[src/hw/rtl/edlim_pkg.sv]
// ----------------------------------------------------------------------------
// edlim_pkg
// Shared types and constants for the edit distance with limit unit: command
// codes, result widths and the control/status bundles between the controller
// and the datapath.
// ----------------------------------------------------------------------------
package edlim_pkg;

  // Input command codes
  localparam logic [1:0] CMD_APPEND_FIRST  = 2'd0;
  localparam logic [1:0] CMD_APPEND_SECOND = 2'd1;
  localparam logic [1:0] CMD_COMPUTE       = 2'd2;

  // Fixed port widths
  localparam int CMD_W    = 2;
  localparam int SYM_IN_W = 8;
  localparam int DIST_W   = 7;

  // Reported distance saturates here
  localparam logic [DIST_W-1:0] DIST_MAX = 7'd127;

  // Controller -> datapath commands
  typedef struct packed {
    logic load_first;   // append symbol to first string
    logic load_second;  // append symbol to second string
    logic row_begin;    // start a DP row: fetch first-string symbol, seed left/diag
    logic row_init;     // with row_begin: this is row 1 (base 0)
    logic cell_issue;   // read the above cell and second-string symbol for column j
    logic emit;         // capture result, clear lengths and overflow flag
  } edlim_cmd_t;

  // Datapath -> controller status
  typedef struct packed {
    logic first_empty;
    logic second_empty;
    logic col_last;     // current column is the last one
    logic row_last;     // current row is the last one
  } edlim_status_t;

endpackage

[src/hw/rtl/edlim_dpath.sv]
// ----------------------------------------------------------------------------
// edlim_dpath
// Datapath: string buffers, DP row buffer, row/column counters, one-cell
// min-of-three update per cycle, limit register and result registers.
// ----------------------------------------------------------------------------
module edlim_dpath
  import edlim_pkg::*;
#(
  parameter int MAX_LEN     = 64,
  parameter int SYMBOL_BITS = 8
) (
  input  logic                clk,
  input  logic                rst,
  input  edlim_cmd_t          ctl,
  output edlim_status_t       sts,
  input  logic [SYM_IN_W-1:0] symbol,
  input  logic                cfg_wr_en,
  input  logic [DIST_W-1:0]   cfg_wr_data,
  output logic [DIST_W-1:0]   distance,
  output logic                within_limit,
  output logic                overflowed
);

  localparam int LEN_W = $clog2(MAX_LEN + 1);
  localparam int AW    = (MAX_LEN > 1) ? $clog2(MAX_LEN) : 1;
  localparam int SYM_W = (SYMBOL_BITS < SYM_IN_W) ? SYMBOL_BITS : SYM_IN_W;
  localparam int CW    = (LEN_W > DIST_W) ? LEN_W : DIST_W;

  // Storage
  logic [SYM_W-1:0] first_mem  [MAX_LEN];
  logic [SYM_W-1:0] second_mem [MAX_LEN];
  logic [LEN_W-1:0] dp_mem     [MAX_LEN+1];

  logic [SYM_W-1:0] a_sym;       // first-string symbol of current row
  logic [SYM_W-1:0] b_sym;       // second-string symbol of column in flight
  logic [LEN_W-1:0] above_rd;    // dp row read data

  // Control and datapath registers
  logic [LEN_W-1:0]  len1, len2;
  logic              ovf;
  logic [DIST_W-1:0] max_distance;
  logic [LEN_W-1:0]  row_i;
  logic [LEN_W-1:0]  col_j;
  logic [LEN_W-1:0]  col_q;
  logic              cell_vld;
  logic              first_row;
  logic [LEN_W-1:0]  left, diag, res;

  logic [LEN_W-1:0] base;
  logic [LEN_W-1:0] above;
  logic [LEN_W:0]   up1, left1, diag1, m1, m2;
  logic [LEN_W-1:0] cell_new;
  logic [LEN_W-1:0] dist_raw;
  logic [CW-1:0]    dist_ext;

  // Row base: 0 for the first row, else the row just finished
  assign base = ctl.row_init ? '0 : row_i;

  // First string buffer
  always_ff @(posedge clk) begin
    if (ctl.load_first && len1 != LEN_W'(MAX_LEN)) begin
      first_mem[len1[AW-1:0]] <= symbol[SYM_W-1:0];
    end
    if (ctl.row_begin) begin
      a_sym <= first_mem[base[AW-1:0]];
    end
  end

  // Second string buffer
  always_ff @(posedge clk) begin
    if (ctl.load_second && len2 != LEN_W'(MAX_LEN)) begin
      second_mem[len2[AW-1:0]] <= symbol[SYM_W-1:0];
    end
    if (ctl.cell_issue) begin
      b_sym <= second_mem[AW'(col_j - 1'b1)];
    end
  end

  // DP row buffer: write column in flight, read next column
  always_ff @(posedge clk) begin
    if (cell_vld) begin
      dp_mem[col_q] <= cell_new;
    end
    if (ctl.cell_issue) begin
      above_rd <= dp_mem[col_j];
    end
  end

  // Cell update: min(above+1, left+1, diag+cost)
  always_comb begin
    above = first_row ? col_q : above_rd;
    up1   = {1'b0, above} + 1'b1;
    left1 = {1'b0, left} + 1'b1;
    diag1 = {1'b0, diag} + {{LEN_W{1'b0}}, (a_sym != b_sym)};
    m1    = (up1 < left1) ? up1 : left1;
    m2    = (m1 < diag1) ? m1 : diag1;
    cell_new = m2[LEN_W-1:0];
  end

  // Lengths, overflow flag, limit register
  always_ff @(posedge clk) begin
    if (rst) begin
      len1         <= '0;
      len2         <= '0;
      ovf          <= 1'b0;
      max_distance <= '0;
    end else begin
      if (cfg_wr_en) begin
        max_distance <= cfg_wr_data;
      end
      if (ctl.emit) begin
        len1 <= '0;
        len2 <= '0;
        ovf  <= 1'b0;
      end else begin
        if (ctl.load_first) begin
          if (len1 != LEN_W'(MAX_LEN)) len1 <= len1 + 1'b1;
          else                         ovf  <= 1'b1;
        end
        if (ctl.load_second) begin
          if (len2 != LEN_W'(MAX_LEN)) len2 <= len2 + 1'b1;
          else                         ovf  <= 1'b1;
        end
      end
    end
  end

  // Cell pipeline valid
  always_ff @(posedge clk) begin
    if (rst) begin
      cell_vld <= 1'b0;
    end else begin
      cell_vld <= ctl.cell_issue;
    end
  end

  // Row/column counters and cell registers
  always_ff @(posedge clk) begin
    if (ctl.cell_issue) begin
      col_q <= col_j;
      col_j <= col_j + 1'b1;
    end
    if (cell_vld) begin
      left <= cell_new;
      diag <= above;
      res  <= cell_new;
    end
    // row seed overrides the last cell's left/diag
    if (ctl.row_begin) begin
      row_i     <= base + 1'b1;
      col_j     <= LEN_W'(1);
      left      <= base + 1'b1;
      diag      <= base;
      first_row <= ctl.row_init;
    end
  end

  // Status
  assign sts.first_empty  = (len1 == '0);
  assign sts.second_empty = (len2 == '0);
  assign sts.col_last     = (col_j == len2);
  assign sts.row_last     = (row_i == len1);

  // Result: an empty string gives the other length
  always_comb begin
    if (len1 == '0)      dist_raw = len2;
    else if (len2 == '0) dist_raw = len1;
    else                 dist_raw = res;
    dist_ext = CW'(dist_raw);
  end

  always_ff @(posedge clk) begin
    if (ctl.emit) begin
      distance     <= (dist_ext > CW'(DIST_MAX)) ? DIST_MAX : dist_ext[DIST_W-1:0];
      within_limit <= (dist_ext <= CW'(max_distance));
      overflowed   <= ovf;
    end
  end

endmodule

[src/hw/rtl/edlim_ctrl.sv]
// ----------------------------------------------------------------------------
// edlim_ctrl
// Controller: takes input beats, sequences the DP sweep row by row and
// column by column, and hands the result to the output register.
// ----------------------------------------------------------------------------
module edlim_ctrl
  import edlim_pkg::*;
(
  input  logic             clk,
  input  logic             rst,
  input  logic             in_valid,
  output logic             in_ready,
  input  logic [CMD_W-1:0] cmd,
  output logic             out_valid,
  input  logic             out_ready,
  output edlim_cmd_t       ctl,
  input  edlim_status_t    sts
);

  typedef enum logic [4:0] {
    ST_IDLE    = 5'b00001,
    ST_START   = 5'b00010,
    ST_CELL    = 5'b00100,
    ST_ROW_END = 5'b01000,
    ST_FINISH  = 5'b10000
  } state_t;

  state_t state, state_next;
  logic   in_beat;
  logic   out_free;

  assign in_ready = (state == ST_IDLE);
  assign in_beat  = in_valid && in_ready;
  assign out_free = !out_valid || out_ready;

  // Next state and commands
  always_comb begin
    state_next = state;
    ctl        = '0;
    unique case (state)
      ST_IDLE: begin
        if (in_beat) begin
          unique case (cmd)
            CMD_APPEND_FIRST:  ctl.load_first  = 1'b1;
            CMD_APPEND_SECOND: ctl.load_second = 1'b1;
            CMD_COMPUTE: begin
              if (sts.first_empty || sts.second_empty) state_next = ST_FINISH;
              else                                     state_next = ST_START;
            end
            default: ;
          endcase
        end
      end
      ST_START: begin
        ctl.row_begin = 1'b1;
        ctl.row_init  = 1'b1;
        state_next    = ST_CELL;
      end
      ST_CELL: begin
        ctl.cell_issue = 1'b1;
        if (sts.col_last) state_next = ST_ROW_END;
      end
      ST_ROW_END: begin
        // last cell of the row completes here
        if (sts.row_last) begin
          state_next = ST_FINISH;
        end else begin
          ctl.row_begin = 1'b1;
          state_next    = ST_CELL;
        end
      end
      ST_FINISH: begin
        if (out_free) begin
          ctl.emit   = 1'b1;
          state_next = ST_IDLE;
        end
      end
      default: state_next = ST_IDLE;
    endcase
  end

  always_ff @(posedge clk) begin
    if (rst) begin
      state     <= ST_IDLE;
      out_valid <= 1'b0;
    end else begin
      state <= state_next;
      if (ctl.emit)      out_valid <= 1'b1;
      else if (out_ready) out_valid <= 1'b0;
    end
  end

endmodule

[src/hw/rtl/edit_distance_with_limit_unit.sv]
// ----------------------------------------------------------------------------
// edit_distance_with_limit_unit
// Unit-cost Levenshtein distance between two loaded strings, with a match
// limit check.
// ----------------------------------------------------------------------------
// Usage:
//   Input channel (in_valid/in_ready, cmd, symbol): cmd 0 appends symbol to
//   the first string, cmd 1 to the second, cmd 2 computes; cmd 3 is ignored.
//   Appends beyond MAX_LEN are dropped and flagged in the next result.
//   A compute beat yields one output beat (distance, within_limit,
//   overflowed) and then clears both strings and the overflow flag.
//   cfg_wr_en/cfg_wr_data write max_distance; write only while idle.
// Sequencing:
//   A compute with lengths n1, n2 (both nonzero) sweeps the DP table row by
//   row through the single cell unit, which updates one DP cell per cycle
//   within a row, with a turnaround state after each row; with an empty
//   string the sweep is skipped and the result goes to the output register.
// Reset (rst, synchronous): strings empty, flag and limit cleared, no
//   output pending.
// Stall: the output register holds the result until out_ready; appends
//   are still taken meanwhile, a further compute runs and then holds the
//   input off until the register frees.
// ----------------------------------------------------------------------------
module edit_distance_with_limit_unit
  import edlim_pkg::*;
#(
  parameter int MAX_LEN     = 64,
  parameter int SYMBOL_BITS = 8
) (
  input  logic                clk,
  input  logic                rst,
  input  logic                in_valid,
  output logic                in_ready,
  input  logic [CMD_W-1:0]    cmd,
  input  logic [SYM_IN_W-1:0] symbol,
  output logic                out_valid,
  input  logic                out_ready,
  output logic [DIST_W-1:0]   distance,
  output logic                within_limit,
  output logic                overflowed,
  input  logic                cfg_wr_en,
  input  logic [DIST_W-1:0]   cfg_wr_data
);

  edlim_cmd_t    ctl;
  edlim_status_t sts;

  // Sequencer
  edlim_ctrl u_ctrl (
    .clk       (clk),
    .rst       (rst),
    .in_valid  (in_valid),
    .in_ready  (in_ready),
    .cmd       (cmd),
    .out_valid (out_valid),
    .out_ready (out_ready),
    .ctl       (ctl),
    .sts       (sts)
  );

  // Buffers and cell unit
  edlim_dpath #(
    .MAX_LEN     (MAX_LEN),
    .SYMBOL_BITS (SYMBOL_BITS)
  ) u_dpath (
    .clk          (clk),
    .rst          (rst),
    .ctl          (ctl),
    .sts          (sts),
    .symbol       (symbol),
    .cfg_wr_en    (cfg_wr_en),
    .cfg_wr_data  (cfg_wr_data),
    .distance     (distance),
    .within_limit (within_limit),
    .overflowed   (overflowed)
  );

endmodule

[config.mk]
export PLATFORM = sky130hd
export DESIGN_NAME = edit_distance_with_limit_unit
export DESIGN_NICKNAME = d
export VERILOG_FILES = /design/src/hw/rtl/edlim_pkg.sv /design/src/hw/rtl/edlim_dpath.sv /design/src/hw/rtl/edlim_ctrl.sv /design/src/hw/rtl/edit_distance_with_limit_unit.sv
export SDC_FILE = /design/constraint.sdc
export NUM_CORES = 2
export LEC_CHECK = 0
export ABC_AREA = 1
export BUFFER_PORTS_ARGS = -buffer_cell sky130_fd_sc_hd__buf_2
export CELL_PAD_IN_SITES_DETAIL_PLACEMENT = 2
export CELL_PAD_IN_SITES_GLOBAL_PLACEMENT = 2
export CORE_AREA = 8 8 369 407
export CTS_CLUSTER_SIZE = 28
export DETAILED_ROUTE_END_ITERATION = 16
export DIE_AREA = 0 0 377 415
export PLACE_DENSITY = 0.76
export SLEW_MARGIN = 5
export SYNTH_ARGS = -nofsm -noshare
export SYNTH_HDL_FRONTEND = slang
export SYNTH_SLANG_ARGS = --single-unit
[constraint.sdc]
create_clock -name clk -period 7.2 [get_ports clk]
set_input_delay 1.44 -clock clk [delete_from_list [all_inputs] [get_ports clk]]
set_output_delay 1.44 -clock clk [all_outputs]
set_load 0.1 [all_outputs]
======== Word-level counts from Yosys, hierarchy flattened ========
Memories as Yosys holds them, arrays and structs flattened. A register that Yosys moved wholly into a read port is not among the register bits.
Index checks and enable logic that the tools add are counted.
word-level totals
  register bits ........................... 81
  memories kept ........................... 3
  bits of input ports ..................... 22
  ROM bits ................................ 0
  word-level logic and storage cells ...... 102
  output and inout bits ................... 11
  RAM bits ................................ 1479
  bits in latches ......................... 0
memory list
  name                depth  width  read ports  clocked after Yosys merged registers in  write ports  RTL line           source
  u_dpath.first_mem   64     8      1           1                                        1            edlim_dpath.sv:30  logic [SYM_W-1:0] first_mem [MAX_LEN];
  u_dpath.second_mem  64     8      1           1                                        1            edlim_dpath.sv:31  logic [SYM_W-1:0] second_mem [MAX_LEN];
  u_dpath.dp_mem      65     7      1           1                                        1            edlim_dpath.sv:32  logic [LEN_W-1:0] dp_mem [MAX_LEN+1];
operators by class
  equality and inequality tests ........... 16
  add/subtract/negate cells ............... 8
  order comparisons ....................... 4
  $mul .................................... 0
  div/mod/pow operators ................... 0
  multiplexer cells ....................... 39
  reductions and logical operators ........ 15
  shifts and indexed selects .............. 0
  bitwise gates (word level) .............. 0
operators by type and width
  kind                 number
  $mux 7               9
  $mux 5               6
  $add 7x1->7 const B  4
  $pmux 5 s5           1
  $mux 1               19
  $add 7x1->8 const B  2
  $lt 8x8->1           2
  $eq 7x7->1           2
  $logic_not 7->1      2
  $ne 7x7->1 const B   2
  $add 7x1->8          1
  $mux 8               1
  $ne 8x8->1           1
  $gt 7x7->1 const B   1
  $le 7x7->1           1
  $ne 2x2->1 const B   3
  $sub 6x1->6 const B  1
  $eq 5x1->1 const B   1
  $eq 5x2->1 const B   1
  $eq 5x3->1 const B   1
  $eq 5x4->1 const B   1
  $eq 5x5->1 const B   1
  $mux 2               2
  $reduce_and 2->1     2
  11 further kinds     15

======== Longest topological paths before layout ========
  depth in word-level cells ............... 8
  gate-level depth with buffers ........... 29
  mapped depth without buffers ............ 28

======== Hierarchy ========
Synthesis repeated with hierarchy kept, for this count alone.
unflattened totals
  cells, all modules ...................... 4838
  area, all modules ....................... 64092.7 um^2
by module, submodules not included
  module       area an instance (um^2)  times used  sequential area each (um^2)  cells each
  edlim_dpath  63691.1                  1           47055.1                      4777
  edlim_ctrl   401.6                    1           120.1                        61

======== Least setup slack after synthesis ========
No wires, ideal clock.
  kind .................................... register to register
  start ................................... register u_dpath.col_q[1]
  end ..................................... memory u_dpath.dp_mem[0][0] (netlist name) (data pin)
  setup time .............................. 0.373 ns
  path buffers ............................ 1
  stages on the path, launching flop included .. 24
  path slack .............................. 2.008 ns
  data arrival time ....................... 4.820 ns
  path through ............................ edfxtp_1 buf_2 clkinv_1 o21ai_1 ha_1 inv_1 nor2_1 nand4_1 xor2_1 ha_1 nand2_1 nor2_1 a211oi_1 nand2_2 inv_1 or2_2 o21ai_0 ha_1 a21oi_1 nor2_1 a211oi_1 nand2_1 nand2_1 and2_1
on the way
  longest elaborated chain between the ends .. 6
RTL lines
  element                  RTL line            source
  from (decl)              edlim_dpath.sv:44   logic [LEN_W-1:0] col_q;
  from (signal assigned)   edlim_dpath.sv:140  col_q <= col_j;
  $mux 7 (*)               edlim_dpath.sv:91   above = first_row ? col_q : above_rd;
  $add 7x1->8 (*)          edlim_dpath.sv:92   up1 = {1'b0, above} + 1'b1;
  $lt 8x8->1               edlim_dpath.sv:95   m1 = (up1 < left1) ? up1 : left1;
  $mux 8 (*)               edlim_dpath.sv:95
  $lt 8x8->1               edlim_dpath.sv:96   m2 = (m1 < diag1) ? m1 : diag1;
  $mux 7 (*)               edlim_dpath.sv:96
  named net u_dpath.m2[0]  edlim_dpath.sv:51   logic [LEN_W:0] up1, left1, diag1, m1, m2;
  to (decl)                edlim_dpath.sv:32
Mark *: on every way through the listed nets, which the timed path passes. The rest lies on a longest branch.

======== Worst setup path in the final report ========
  start ................................... register u_dpath.col_q[2]
  end ..................................... register u_dpath.res[1] (data pin)
on the way
  longest elaborated chain between the ends .. 6
RTL lines
  element                  RTL line            source
  $mux 7 (*)               edlim_dpath.sv:91
  $add 7x1->8 (*)          edlim_dpath.sv:92
  $lt 8x8->1               edlim_dpath.sv:95
  $mux 8 (*)               edlim_dpath.sv:95
  $lt 8x8->1               edlim_dpath.sv:96
  $mux 7 (*)               edlim_dpath.sv:96
  named net u_dpath.m2[1]  edlim_dpath.sv:51
  to (signal assigned)     edlim_dpath.sv:146  res <= cell_new;
  to (decl)                edlim_dpath.sv:47   logic [LEN_W-1:0] left, diag, res;
Marks and branches as above.
A chain may end at the register's enable or synchronous reset.

==> impl_metrics.yaml <==
clock_network:
  root_buffer: "clkbuf_16"
  cts_hold_buf: 0
  post_cts_buffers: 0
  clkLatencyLatePin_ps: 840
  path_clk_slew_ps: 60
  cts_tree: "yes"
  htree_levels: 4
  clock-sinks: 1583
  clk_path_buf_depth: 3
  cts_resized: 0
  cts_buffers: 163
floorplan:
  rows: 146
  die_height_um: 415
  die_w_um: 377
  num_io_pins: 33
  initial_core_util_pct: 44.6
  dieArea_um2: 156000
  core-area_um2: 143000
worst_setup_path:
  rr_startpoint: "u_dpath.col_q[2]$_DFFE_PP_"
  timing.rr.end: "u_dpath.res[1]$_DFFE_PP_"
  path_class: "reg2reg"
  critPathCaptureType: "flip-flop"
  worst_ep_arrival_time_ps: 6590
  critPathLaunch: "u_dpath.col_q[2]$_DFFE_PP_"
  critPathLaunchType: "flip-flop"
  rr_worst_depth: 23
  endpoint: "u_dpath.res[1]$_DFFE_PP_"
  cp_data_required_time_ps: 7620
  reg2reg_slack_ps: 1030
  path_max_fanout: 66
synthesis:
  synth_flop_cell: "edfxtp_1"
  synth.distinct_cells: 46
  synth_largest_area_cell: "edfxtp_1"
  yosysMostFrequentCell: "edfxtp_1"
  synth_common_cells: "edfxtp_1, nor2_1, o21ai_0, clkbuf_1, nand3_1"
  synth-seq-cells: 1583
  netlist.area_leader.share_pct: 72.7
  async_flop_share_pct: 0
  synth-edff-count: 1547
  synth_cells: 4811
  synth_fp_nets: 4865
  yosysSeqAreaShare_pct: 73.9
  mappedNetlistArea_um2: 63900
  syn_area_per_cell_um2: 13.3
  ys_warn_count: 0
  netlist_top_cells_area: "edfxtp_1, nor2_1, o21ai_0"
job:
  cap_violations: 0
finish:
  final_nets: 4820
  instances_no_fill: 6817
  layout-drive-gt1-share_pct: 8.12
  synthToLayoutAreaGrowth_pct: 11.6
  final_area_um2: 71300
routing:
  vias_per_cell: 6.22
  drt-total-wl_um: 220000
  drt_iter0_markers: 3846
  vias: 42400
  antenna_left: 0
  wl_per_cell_um: 32.2
  drcViolationCount: 0
  drtPass1Iterations: 5
global_routing:
  grt_pass1_vias: 46800
  grt_max_degree: 160
  grt.overflow.total: 0
  grt_antenna_before_repair: 7
  grt_usage_pct: 27.5
  grt_pass1_wl_um: 322000
power_and_ir_drop:
  ir_drop_mv: 0.268
  total_power_w: 0.0199
  powerDensity_nw_per_um2: 279
  leakagePower_nw: 22.3
timing:
  hold_viol_final: 0
  worstMarginPinSlew_ps: 1390
  max_slew_margin_pct: 7.40
  rsz0062_at_grt: "no"
  period_needed_ps: 6170
  finalSetupTns_ps: 0
  final.setup_skew_ps: 37.3
  period_share_pct: 85.6
  fmax_mhz: 162
  setup_viol: 0
  maxSlewViolCount: 0
placed_design:
  io_buffers: 32
  placedInstanceArea_um2: 65900
  dp_cells: 6525
  gp_congestion: 0.819
  dpl.hpwl_um: 129000
outcome:
  status: "finished clean"
worst_hold_path:
  hold_path.class: "reg2reg"
==> routing by layer <==
metal / wire [µm] / share of wire [%] / track usage [%] / up-vias
li1: - / - / - / 18100
met1: 86400 / 39 / 33.9 / 22400
met2: 114000 / 52 / 48.7 / 1442
met3: 11300 / 5.1 / 4.10 / 441
met4: 8430 / 3.8 / 10.3 / 4
met5: 30 / 0.014 / 0 / -
==> power breakdown <==
group | switching, W | internal, W
clock | 0.00383 | 0.00490
combinational | 0.000821 | 0.000254
sequential | 0.0000211 | 0.0101
total | 0.00467 | 0.0152
==> through the flow <==
step / utilization, % / setup slack [ps] / hold slack (ps)
after floorplan: - / 2010 / 403
after global placement: 46.0 / 1610 / 471
after detailed placement: 46.0 / 1260 / 469
after CTS: 49.8 / 1150 / 480
after global routing: 49.8 / 557 / 475
final: 49.8 / 1030 / 475
==> flip-flops by register name, indices dropped and copies added, names as in the netlist, 5 cells and up <==
signal	cells
u_dpath.diag	7
u_dpath.col_j	7
u_ctrl.state	5
u_dpath.above_rd	7
u_dpath.second_mem	512
u_dpath.a_sym	8
u_dpath.row_i	7
u_dpath.b_sym	8
u_dpath.max_distance	7
u_dpath.col_q	7
u_dpath.distance	7
u_dpath.left	7
u_dpath.len2	7
u_dpath.len1	7
u_dpath.first_mem	512
u_dpath.dp_mem	455
u_dpath.res	7
==> cell families (layout without fill, tap and decap cells) <==
logic type	Yosys count	in the layout	synth area share [%]
other	0	2	0
and+or+nand+nor	1400	1400	9.06
muxes	83	83	1.30
xor gates and xnor gates	46	46	0.631
DFF	1583	1583	73.9
adders and majority gates	32	32	0.627
buffers and inverters	427	507	2.64
AOI/OAI and AO/OA	1240	1240	11.9
==> layout by cell type (no fill, tap or decap), drive strengths merged, types with 4 or more instances in the layout <==
cell and n:
inv 105, nand3 220, nor4 10, dfxtp 36, o21ai 663, a21oi 71
nand4 17, nand3b 6, nand2 168, and2 8, buf 105, clkinv 75
bufinv 17, xor2 30, clkinvlp 4, mux2i 83, edfxtp 1547, a31oi 11
xnor2 16, nor2 940, o221ai 189, nor3 26, ha 32, o22ai 135
o32ai 46, clkbuf 201, o211ai 116
==> worst max-delay path, stage by stage, from the launching register on <==
cell	delay, ps
edfxtp_1	530
clkinv_1	350
nand2_1	130
o21ai_0	220
nor2_1	190
nand2_1	130
nor3_2	210
xor2_1	250
ha_1	290
a21oi_1	160
nor2_1	60
a211oi_1	300
nand2_2	200
inv_1	220
or2_2	140
o21ai_0	120
ha_1	210
a21oi_1	170
nor2_1	60
a211oi_1	200
buf_4	200
nand2_1	190
nand2_1	140
and2_2	1020
==> area by class of cell <==
class	count	area, µm²
antenna	2	5.00
clock buffer	201	4320
clock inverter	89	1010
fill	13600	71900
inverter	112	437
multi-input combinational	2801	15100
sequential	1583	47200
tap	1924	2410
timing repair buffer	105	766
==> worst min-delay path by stage <==
stage,startpoint,endpoint,slack [ps],cells past startpoint
4_1_cts,u_dpath.ovf$_SDFF_PP0_,u_dpath.overflowed$_DFFE_PP_,480,0
3_3_place_gp,u_dpath.ovf$_SDFF_PP0_,u_dpath.overflowed$_DFFE_PP_,470,0
5_1_grt,u_dpath.ovf$_SDFF_PP0_,u_dpath.overflowed$_DFFE_PP_,470,0
3_5_place_dp,u_dpath.ovf$_SDFF_PP0_,u_dpath.overflowed$_DFFE_PP_,470,0
2_1_floorplan,u_dpath.col_j[2]$_SDFFE_PP0P_,u_dpath.col_q[2]$_DFFE_PP_,400,0
6_report,u_dpath.ovf$_SDFF_PP0_,u_dpath.overflowed$_DFFE_PP_,470,0
Note: power is estimated with default switching activity, not from simulation.
